<file path="src/rtl/core/etq_pkg.sv">
package etq_pkg;

  // Default sizes of the timer table and of the fire limit per check.
  localparam int unsigned SlotsDef    = 16;
  localparam int unsigned MaxFiresDef = 32;

  // Widest slot index the table may need (up to 1024 slots).
  localparam int unsigned IdxW = 10;

  // Request codes.
  localparam logic [1:0] MODE_ADD    = 2'd0;
  localparam logic [1:0] MODE_REMOVE = 2'd1;
  localparam logic [1:0] MODE_CHECK  = 2'd2;
  localparam logic [1:0] MODE_QUERY  = 2'd3;

  // Result kinds.
  localparam logic [1:0] KIND_ADD    = 2'd0;
  localparam logic [1:0] KIND_REMOVE = 2'd1;
  localparam logic [1:0] KIND_FIRE   = 2'd2;
  localparam logic [1:0] KIND_NEXT   = 2'd3;

  // Result status codes.
  localparam logic [1:0] ST_OK       = 2'd0;
  localparam logic [1:0] ST_FULL     = 2'd1;
  localparam logic [1:0] ST_DUP      = 2'd2;
  localparam logic [1:0] ST_NOTFOUND = 2'd3;

  localparam logic [47:0] DlMax = '1;

  // Operation applied to one cell of the chain.
  typedef enum logic [1:0] {
    WR_NONE,
    WR_ADD,
    WR_CLR,
    WR_FIRE
  } wr_op_e;

  // Search token that travels down the chain, one cell per cycle.
  typedef struct packed {
    logic            go;
    logic            best_ok;
    logic [IdxW-1:0] best_idx;
    logic [47:0]     best_dl;
    logic [31:0]     best_id;
    logic            hit_ok;
    logic [IdxW-1:0] hit_idx;
    logic            free_ok;
    logic [IdxW-1:0] free_idx;
  } tok_t;

  // Update broadcast from the controller to the cells.
  typedef struct packed {
    wr_op_e          op;
    logic [IdxW-1:0] idx;
    logic [31:0]     id;
    logic [47:0]     dl;
    logic [30:0]     period;
    logic [16:0]     count;
  } wr_t;

  // Deadline plus period, saturating at the top of the 48-bit range.
  function automatic logic [47:0] sat_add48(logic [47:0] a, logic [30:0] b);
    logic [48:0] s;
    s = {1'b0, a} + {18'b0, b};
    return s[48] ? DlMax : s[47:0];
  endfunction

endpackage

</file>
<file path="src/rtl/core/etq_cell.sv">
module etq_cell #(
  parameter int unsigned IDX = 0
) (
  input  logic          clk_i,
  input  logic          rst_ni,
  input  logic [31:0]   key_i,
  input  etq_pkg::tok_t tok_i,
  output etq_pkg::tok_t tok_o,
  input  etq_pkg::wr_t  wr_i
);
  import etq_pkg::*;

  localparam logic [IdxW-1:0] MyIdx = IdxW'(IDX);

  logic        valid_q;
  logic [31:0] id_q;
  logic [47:0] dl_q;
  logic [30:0] period_q;
  logic [16:0] count_q;
  tok_t        tok_d, tok_q;
  logic        sel;

  // Fold this slot into the passing token.
  always_comb begin
    tok_d = tok_i;
    if (tok_i.go) begin
      if (valid_q) begin
        if (!tok_i.best_ok || dl_q < tok_i.best_dl ||
            (dl_q == tok_i.best_dl && id_q < tok_i.best_id)) begin
          tok_d.best_ok  = 1'b1;
          tok_d.best_idx = MyIdx;
          tok_d.best_dl  = dl_q;
          tok_d.best_id  = id_q;
        end
        if (!tok_i.hit_ok && id_q == key_i) begin
          tok_d.hit_ok  = 1'b1;
          tok_d.hit_idx = MyIdx;
        end
      end else if (!tok_i.free_ok) begin
        tok_d.free_ok  = 1'b1;
        tok_d.free_idx = MyIdx;
      end
    end
  end

  always_ff @(posedge clk_i or negedge rst_ni) begin
    if (!rst_ni) begin
      tok_q <= '0;
    end else begin
      tok_q <= tok_d;
    end
  end

  assign tok_o = tok_q;
  assign sel   = (wr_i.idx == MyIdx);

  // Slot valid bit.
  always_ff @(posedge clk_i or negedge rst_ni) begin
    if (!rst_ni) begin
      valid_q <= 1'b0;
    end else if (sel) begin
      case (wr_i.op)
        WR_ADD:  valid_q <= 1'b1;
        WR_CLR:  valid_q <= 1'b0;
        WR_FIRE: if (count_q == 17'sd1) valid_q <= 1'b0;
        default: valid_q <= valid_q;
      endcase
    end
  end

  // Slot payload; a fired timer that stays armed is rescheduled.
  always_ff @(posedge clk_i) begin
    if (sel) begin
      case (wr_i.op)
        WR_ADD: begin
          id_q     <= wr_i.id;
          dl_q     <= wr_i.dl;
          period_q <= wr_i.period;
          count_q  <= wr_i.count;
        end
        WR_FIRE: begin
          if ($signed(count_q) > 17'sd1) count_q <= count_q - 17'd1;
          dl_q <= sat_add48(dl_q, period_q);
        end
        default: ;
      endcase
    end
  end

endmodule

</file>
<file path="config.mk">
export PLATFORM = sky130hd
export DESIGN_NAME = etq_cell
export DESIGN_NICKNAME = d
export VERILOG_FILES = /design/src/rtl/core/etq_pkg.sv /design/src/rtl/core/etq_cell.sv
export SDC_FILE = /design/constraint.sdc
export NUM_CORES = 1
export LEC_CHECK = 0
export BUFFER_PORTS_ARGS = -buffer_cell sky130_fd_sc_hd__buf_2
export CORE_AREA = 2 2 188 190
export CTS_CLUSTER_DIAMETER = 50
export DETAILED_ROUTE_END_ITERATION = 10
export DIE_AREA = 0 0 190 192
export GPL_TIMING_DRIVEN = 1
export SLEW_MARGIN = 40
export SYNTH_ARGS = -nofsm -noshare
export SYNTH_HDL_FRONTEND = slang
export SYNTH_SLANG_ARGS = --single-unit
</file>
<file path="constraint.sdc">
create_clock -name clk_i -period 6.3 [get_ports clk_i]
set_clock_uncertainty 0.2 [all_clocks]
set_input_delay 1.575 -clock clk_i [delete_from_list [all_inputs] [get_ports clk_i]]
set_output_delay 1.575 -clock clk_i [all_outputs]
set_load 0.05 [all_outputs]
</file>
==> Word-level counts from Yosys, hierarchy flattened <==
Cells that the tools add are included.
W data, S select, Z words.
{ "word_totals": {"ff_bits": 243, "in_bits": 288, "output_inout_bits": 114, "word_cells": 52} }
{ "op_classes": {"n_addsub": 2, "n_lt_le_gt_ge": 3, "eq_ne": 8, "n_mux": 12, "reduce_logical": 13} }
{ "ops": {"columns": ["operator", "n"], "rows": [
  ["$mux W113", 1],
  ["$mux W102", 1],
  ["$pmux W48 S2", 1],
  ["$mux W91", 1],
  ["$add A48 B31 Y49", 1],
  ["$eq A48 B48 Y1", 1],
  ["$lt A48 B48 Y1", 1],
  ["$mux W48", 1],
  ["$pmux W17 S2", 1],
  ["$eq A32 B32 Y1", 1],
  ["$lt A32 B32 Y1", 1],
  ["$mux W11", 2],
  ["$eq A17 B1 Y1 const B", 1],
  ["$gt A17 B2 Y1 const B", 1],
  ["$mux W17", 1],
  ["$sub A17 B1 Y17 const B", 1],
  ["$logic_not A10 Y1", 1],
  ["$mux W10", 1],
  ["$reduce_and A3 Y1", 2],
  ["$eq A2 B2 Y1 const B", 2],
  ["$ne A2 B2 Y1 const B", 2],
  ["$reduce_and A2 Y1", 2],
  ["$pmux W1 S3", 1],
  ["$reduce_bool A3 Y1", 1],
  ["other kinds (6)", 9]
]} }

==> Longest topological paths before layout <==
Gate-level depths: netlist of the first run.
{ "depth": {"depth_word": 6, "ltp_mapped": 13, "ltp_nobuf": 11} }

==> Worst setup path before layout of the first run <==
Ideal clock, no wire load.
{ "synth_path": {"kind": "input port to flip-flop", "start": "input port wr_i[133] in the netlist's numbering", "end": "register id_q[0] (enable)", "setup_ns": 0.484, "arrival_time_ns": 5.232, "required_time_ns": 5.616, "setup_slack_ns": 0.383, "path_stages": 4, "n_path_buf": 0, "path_cell_list": "or4_1 > nor4_1 > nand2_1 > nor2_1"} }
{ "synth_between": {"elab_chain_len": 2} }
{ "synth_lines": {"columns": ["item", "line", "source"], "rows": [
  ["start: declaration", "etq_cell.sv:9", "input etq_pkg::wr_t wr_i"],
  ["$logic_not A10 Y1", "etq_cell.sv:55", "assign sel = (wr_i.idx == MyIdx);"],
  ["$reduce_and A2 Y1 (no line)", null, null],
  ["end signal: assignment", "etq_cell.sv:76", "id_q <= wr_i.id;"],
  ["end: declaration", "etq_cell.sv:16", "logic [31:0] id_q;"]
]} }
No other way between the ends.
A chain may end at the register's enable or synchronous reset.

==> metrics.yaml, run 1 <==
outcome: "completed"
cap_violations: 0
dieArea_sq_um: 36500
cts.sink_count: 243
drtIter0Drc: 500
rsz0062_at_grt: "no"
synthesis.area_sq_um: 13700
syn_area_per_cell_sq_um: 11.6
period_needed_ns: 4.29
final-setup-viol-count: 0
syn2layout_area_growth_pct: 27.1
nets: 1996
globalRouteTotalUtil: 0.218
io_buffers: 401
seq_area_frac_synth: 0.492
via_count: 10500
floorplan.initialDensity: 0.398
worstMarginPinSlew_ns: 0.824
gr-total-overflow: 0
drv_slew: 0
synth-async-reset-ratio: 0.473
hpwl_um: 31900
arrival_ns: 4.48
hp-class: "flop to flop"
avgRoutedWirePerCell_um: 19.5
post-cts-setup-buffers: 0
p_leak_nw: 7.93
core_sq_um: 34300
clockBufferDepth: 3
synth_cell_types: 60
path_clk_slew_ns: 0.05
start_kind: "primary input"
final_common_cell: "buf_2"
dp_worst_setup_slack_ns: 1.46
powerDensity_nw_per_um2: 243
synth_warnings: 0
tns_ns: 0
yosys_most_used_dff: "edfxtp_1"
gp_congestion: 0.905
syn_inst: 1181
synth_edf_count: 128
grt_pass1_wl_um: 60600
final_layout_size_suffix_gt1_frac: 0.364
fp.dieW_um: 190
via_per_inst: 5.03
numCtsBuffers: 35
syn_nets: 1582
fmax_mhz: 233
ir_worst_vdd_mv: 0.161
final_util: 0.506
hold_violations: 0
worst_slack_ns: 2.01
grt_pass1_vias: 10500
grt_max_degree: 91
required_ns: 6.49
antenna_left: 0
mostFrequentLayoutCells: "400 x buf_2, 128 x edfxtp_1, 115 x dfrtp_1"
io_pins: 402
drc: 0
maxSlewHeadroom: 0.445
antenna_found_initial: 13
drt-pass1-iter-count: 5
fp.dieH_um: 192
rows: 68
hold_ws_ns: 0.364
post_cts_resized: 0
tritoncts: "done"
holdBufCountCts: 0
h-tree-depth: 2
crit_type: "primary input to flop"
clockRootBuffer: "clkbuf_16"
crit_path_end_kind: "flop"
routed_wl_um: 40700
clock_latency_ns: 0.52
post-route-period-util: 0.681
cp_max_fo: 90
ys_seq_elements: 243
-- where the power goes --
| part | internal, mW | switching [mW] | leakage (nW) | total, mW |
|---|---|---|---|---|
| registers | 1.72 | 0.0152 | 2.50 | 1.74 |
| logic | 0.196 | 0.355 | 4.87 | 0.551 |
| clock network | 1.17 | 0.746 | 0.571 | 1.92 |
-- flip-flops by register name (all words and copies together), names as in the netlist --
register / flops
dl_q: 48
tok_o: 114
count_q: 17
id_q: 32
valid_q: 1
period_q: 31
-- area by class of cell --
cell class                      instances  area (sq um)
Tap cell                              455           569
Clock inverter                         18           161
Timing Repair Buffer                  409          2120
Clock buffer                           45           996
Antenna cell                            8          20.0
Inverter                               92           345
Fill cell                            3150         16900
Sequential cell                       243          6720
Multi-Input combinational cell        814          6430
-- worst paths after layout --
kind | startpoint | endpoint | slack [ns] | depth (start not counted)
min in group asynchronous | rst_ni | tok_o[78] | 0.89 | 1
max | tok_i[57] | tok_o[74] | 2.01 | 11
max reg2reg | dl_q[1] | dl_q[27] | 2.07 | 10
max in group asynchronous | rst_ni | tok_o[108] | 3.94 | 2
min | dl_q[0] | tok_o[54] | 0.36 | 1
min reg2reg | dl_q[0] | tok_o[54] | 0.36 | 1
-- critical path: stages --
cell and delay (ns):
buf_2 0.08, inv_1 0.03, ha_1 0.29, nand4_1 0.28, a211oi_1 0.30, nand3_1 0.15, nor4_1 0.35, o2111ai_1 0.23
a31oi_4 0.25, buf_12 0.42, mux2_2 0.40
-- cell families (layout without fill, tap and decap cells) --
logic type	Yosys count	in the layout	synth area share
simple gates	286	286	0.106
compound gates	248	248	0.137
flops	243	243	0.492
buf+inv	124	564	0.0394
fa+ha+maj	113	113	0.104
xor+xnor	87	87	0.0558
mux	80	80	0.0659
other cells	0	8	0
-- cells in the mapped netlist, drive strengths merged, types with 11 or more instances --
cell / instances / area share
clkbuf: 17 / 0.0049
nand4: 28 / 0.013
mux2: 79 / 0.065
nand2: 63 / 0.017
inv: 92 / 0.025
a31oi: 11 / 0.0050
a21oi: 89 / 0.056
dfrtp: 115 / 0.21
xor2: 48 / 0.031
nor4: 13 / 0.0060
nand3: 17 / 0.0062
edfxtp: 128 / 0.28
nor2: 74 / 0.020
ha: 112 / 0.10
nor2b: 36 / 0.016
buf: 15 / 0.0093
nor3: 18 / 0.0074
o21ai: 47 / 0.018
a21o: 52 / 0.029
xnor2: 39 / 0.025
-- metal layers --
layer / GRT usage / routed length [um] / up-vias
li1: - / - / 5115
met1: 0.273 / 16900 / 4926
met2: 0.376 / 19900 / 363
met3: 0.0464 / 2800 / 70
met4: 0.0698 / 1030 / 8
met5: 0 / 54 / -
-- stage by stage --
step,total power [mW],cells,instance area (sq um)
3_5_place_dp,2.33,2013,16200
6_report,4.21,2084,17400
3_3_place_gp,2.32,2011,16100
2_1_floorplan,2.11,1181,13700
4_1_cts,4.26,2076,17300
5_1_grt,4.37,2081,17400
(Power assumes the default switching activity.)
==> run 2, diff against run 1 <==
PLACE_DENSITY = 0.66   (was not set)
clock period = 3.5 ns   (was 6.3 ns; I/O delays follow)
==> metrics.yaml, run 2 (same netlist as run 1, synthesis figures left out) <==
outcome: "completed"
fmax_mhz: 294
grt_pass1_wl_um: 61300
mostFrequentLayoutCells: "400 x buf_2, 128 x edfxtp_1, 115 x dfrtp_1"
multi_input_area_sq_um: 6510
gr-total-overflow: 0
hp-class: "primary input to asynchronous set/reset pin"
path_cells: "buf_2 -> inv_1 -> ha_1 -> nand4_1 -> or3_1 -> buf_4 -> nor2_4 -> nand3_1 -> o211ai_1 -> a31oi_4 -> buf_4 -> buf_12 -> mux2_2"
clockRootBuffer: "clkbuf_16"
gp_congestion: 0.948
h-tree-depth: 2
period_needed_ns: 3.40
grt-busiest-layer: "met2"
required_ns: 3.68
crit_path_end_kind: "flop"
cp_max_fo: 25
io_pins: 402
worstMarginPinSlew_ns: 0.716
drc: 0
hpwl_um: 32600
path_clk_slew_ns: 0.06
powerDensity_nw_per_um2: 427
post-route-period-util: 0.971
slowest_stage: "o211ai_1"
via_per_inst: 5.07
drtIter0Drc: 621
rows: 68
maxSlewHeadroom: 0.523
p_leak_nw: 8.34
nets: 2069
ff2ff_path_depth: 13
via_count: 11000
met1_usage: 0.269
max_stage_delay_ns: 0.45
dp_worst_setup_slack_ns: -0.557
crit_type: "primary input to flop"
met3_usage: 0.0552
final_common_cell: "buf_2"
floorplan.initialDensity: 0.398
dieArea_sq_um: 36500
final-setup-viol-count: 0
path_common_cell: "buf_4"
antenna_found_initial: 18
cts.sink_count: 243
clockBufferDepth: 3
core_sq_um: 34300
grt_pass1_vias: 11100
io_buffers: 401
worst_slack_ns: 0.102
clock_latency_ns: 0.52
fin_cells: 2161
numCtsBuffers: 35
rsz0062_at_grt: "yes"
grt_max_degree: 64
routed_wl_um: 42000
syn2layout_area_growth_pct: 32.7
tns_ns: 0
met2_usage: 0.371
fp.dieH_um: 192
hold_violations: 0
holdBufCountCts: 0
drv_slew: 0
total_power_mw: 7.74
dp.cells: 2081
final_util: 0.528
arrival_ns: 3.58
cap_violations: 0
avgRoutedWirePerCell_um: 19.4
final_layout_size_suffix_gt1_frac: 0.398
seq_area_sq_um: 6720
drt-pass1-iter-count: 5
antenna_left: 0
ir_worst_vdd_mv: 0.331
fillerInstances: 3043
fp.dieW_um: 190
start_kind: "primary input"
largest_reg_flops: 114
tritoncts: "done"
globalRouteTotalUtil: 0.221
## run 2: critical path: cells and delay by family
kind | cells | cell delay (ns)
fa+ha+maj | 1 | 0.30
simple gates | 4 | 0.81
mux | 1 | 0.30
compound gates | 2 | 0.62
buf+inv | 5 | 0.62
## run 2: repair_timing
item,in CTS,in global routing
gates resized for setup,5,17
cloned,0,2
pin swaps,3,7
setup endpoints to repair,94,116
setup buffers,0,3
## run 2: area by class of cell
class                      count  share of cell area
inverter                      92              0.0191
antenna                       13             0.00180
timing repair buffer         482               0.152
multi-input combinational    814               0.359
tap                          455              0.0314
sequential                   243               0.371
clock inverter                20              0.0134
clock buffer                  42              0.0515
## run 2: path summary, 6_finish.rpt
check / start / endpoint / slack (ns)
setup reg to reg: dl_q[1] / tok_o[67] / 0.15
min in group clk_i: tok_i[113] / tok_o[113] / 0.32
hold / removal: rst_ni / tok_o[79] / 0.16
max in group asynchronous: rst_ni / tok_o[19] / 2.18
hold reg to reg: dl_q[23] / tok_o[77] / 0.36
setup / recovery: tok_i[101] / tok_o[67] / 0.10
## run 2: report_power, final
part / internal (mW) / total (mW) / switching [mW]
sequential: 3.10 / 3.13 / 0.0278
combinational: 0.379 / 1.04 / 0.658
clock: 2.22 / 3.57 / 1.35
total: 5.70 / 7.74 / 2.03
## run 2: per-stage QoR
stage / hold WS, ns / instance area [sq um]
6_report: 0.161 / 18100
5_1_grt: 0.206 / 18100
3_3_place_gp: 0.342 / 16800
2_1_floorplan: 0.300 / 13700
4_1_cts: 0.186 / 17900
3_5_place_dp: 0.349 / 16800
## run 2: routing by layer
layer | part of all wire | wire (um)
met1 | 0.40 | 17000
met2 | 0.48 | 20100
met3 | 0.073 | 3080
met5 | 0.0011 | 46
met4 | 0.042 | 1780
==> run 3, diff against run 2 <==
RECOVER_POWER = 100   (was not set)
==> metrics.yaml, run 3 (same netlist as run 1, synthesis figures left out) <==
p_leak_nw: 7.97
final-setup-viol-count: 0
violations: "capacitance limit, slew limit"
drtIter0Drc: 613
fp.dieW_um: 190
routed_wl_um: 42100
seq_area_sq_um: 6720
crit_type: "primary input to flop"
mostFrequentLayoutCells: "279 x buf_2, 129 x clkbuf_1, 128 x edfxtp_1"
grt_pass1_vias: 11100
core_sq_um: 34300
period_needed_ns: 3.40
antenna_left: 0
via_per_inst: 5.07
numCtsBuffers: 35
hp-class: "primary input to flop"
clockBufferDepth: 3
total_power_mw: 7.71
hpwl_um: 32600
rsz0062_at_grt: "yes"
arrival_ns: 3.58
clockRootBuffer: "clkbuf_16"
powerDensity_nw_per_um2: 431
via_count: 10900
largest_reg_flops: 114
outcome: "complete, but fails checks"
grt_pass1_wl_um: 61300
drt-pass1-iter-count: 5
fp.dieH_um: 192
clock_latency_ns: 0.52
path_clk_slew_ns: 0.06
path_cells: "buf_2 -> inv_1 -> ha_1 -> nand4_1 -> or3_1 -> buf_4 -> nor2_4 -> nand3_1 -> o211ai_1 -> a31oi_4 -> buf_4 -> buf_12 -> mux2_2"
drc: 0
hold_violations: 0
cp_top_family: "simple AND/OR/NAND/NOR gates"
multi_input_area_sq_um: 6500
required_ns: 3.68
crit_path_end_kind: "flop"
post-route-period-util: 0.970
floorplan.initialDensity: 0.398
rows: 68
io_buffers: 401
fin_cells: 2161
ir_worst_vdd_mv: 0.330
dp_worst_setup_slack_ns: -0.557
antenna_found_initial: 18
max_stage_delay_ns: 0.45
nets: 2069
tritoncts: "done"
tns_ns: 0
start_kind: "primary input"
dieArea_sq_um: 36500
fillerInstances: 3111
worstMarginPinSlew_ns: 1.89
final_util: 0.522
cts.sink_count: 243
h-tree-depth: 2
path_common_cell: "buf_4"
avgRoutedWirePerCell_um: 19.5
gr-total-overflow: 0
final_layout_size_suffix_gt1_frac: 0.324
dp.cells: 2081
fmax_mhz: 295
globalRouteTotalUtil: 0.221
grt_max_degree: 64
maxSlewHeadroom: -0.261
final_common_cell: "buf_2"
cp_max_fo: 25
cap_violations: 1
gp_congestion: 0.948
worst_slack_ns: 0.105
drv_slew: 64
slowest_stage: "o211ai_1"
crit_buf_inv: 5
syn2layout_area_growth_pct: 31.0
io_pins: 402
## run 3: cell types whose count changed in the layout (fill, tap and decap cells not counted), moves of 2 or more
cell      previous run  this run
buf_2              400       279
buf_4               68        65
clkbuf_1             5       129
clkbuf_2             0         3
clkbuf_4             0         2
buf_12               9         5
## run 3: worst paths after layout
check / startpoint / to / slack, ns / depth (start not counted)
setup / recovery: tok_i[101] / tok_o[67] / 0.10 / 13
hold / removal: wr_i[39] / period_q[22] / 0.33 / 1
setup reg to reg: dl_q[1] / tok_o[67] / 0.16 / 13
hold reg to reg: dl_q[23] / tok_o[77] / 0.36 / 1
max in group asynchronous: rst_ni / tok_o[19] / 0.71 / 2
min in group asynchronous: rst_ni / tok_o[77] / 0.65 / 1
## run 3: cell type report
cell class	instances	area share
diodes	13	0.00182
well taps	455	0.0318
inverters	92	0.0193
clock buffers	42	0.0522
clock inverters	20	0.0136
multi-input cells	814	0.364
repair buffers	482	0.142
flip-flops and latches	243	0.376
## run 3: stage by stage
stage | area, sq um | hold WS [ns]
detailed placement | 16800 | 0.349
CTS | 17900 | 0.186
finish | 17900 | 0.328
global route | 17900 | 0.310
global placement | 16800 | 0.342
floorplan | 13700 | 0.300
## run 3: power by group
part           switching, mW  total (mW)  internal (mW)  leakage (nW)
sequential            0.0306        3.14           3.10          2.50
combinational          0.658        1.01          0.350          4.89
clock                   1.35        3.57           2.22         0.575
total                   2.04        7.71           5.68          7.97
## run 3: timing repair
action | CTS | global route
pin swaps | 3 | 7
hold endpoints to repair | 0 | 0
buffers inserted | 0 | 3
hold buffers | 0 | 0
gates cloned | 0 | 2
setup endpoints to repair | 94 | 116
resized for setup | 5 | 17
## run 3: worst reg2reg max path: cells and delay by family (launching register included)
family                   cells  cell delay (ns)
AND/OR/NAND/NOR              2             0.21
buffers and inverters        3             0.54
adder cells (fa/ha/maj)      1             0.28
multiplexers                 1             0.41
flip-flops                   1             0.40
AO/OA/AOI/OAI                6             1.19
## run 3: metal layers
| layer | GRT usage | vias up | share of wire |
|---|---|---|---|
| met2 | 0.371 | 386 | 0.48 |
| li1 | - | 5265 | - |
| met4 | 0.0963 | 8 | 0.042 |
| met1 | 0.269 | 5189 | 0.40 |
| met5 | 0 | - | 0.0011 |
| met3 | 0.0552 | 100 | 0.075 |
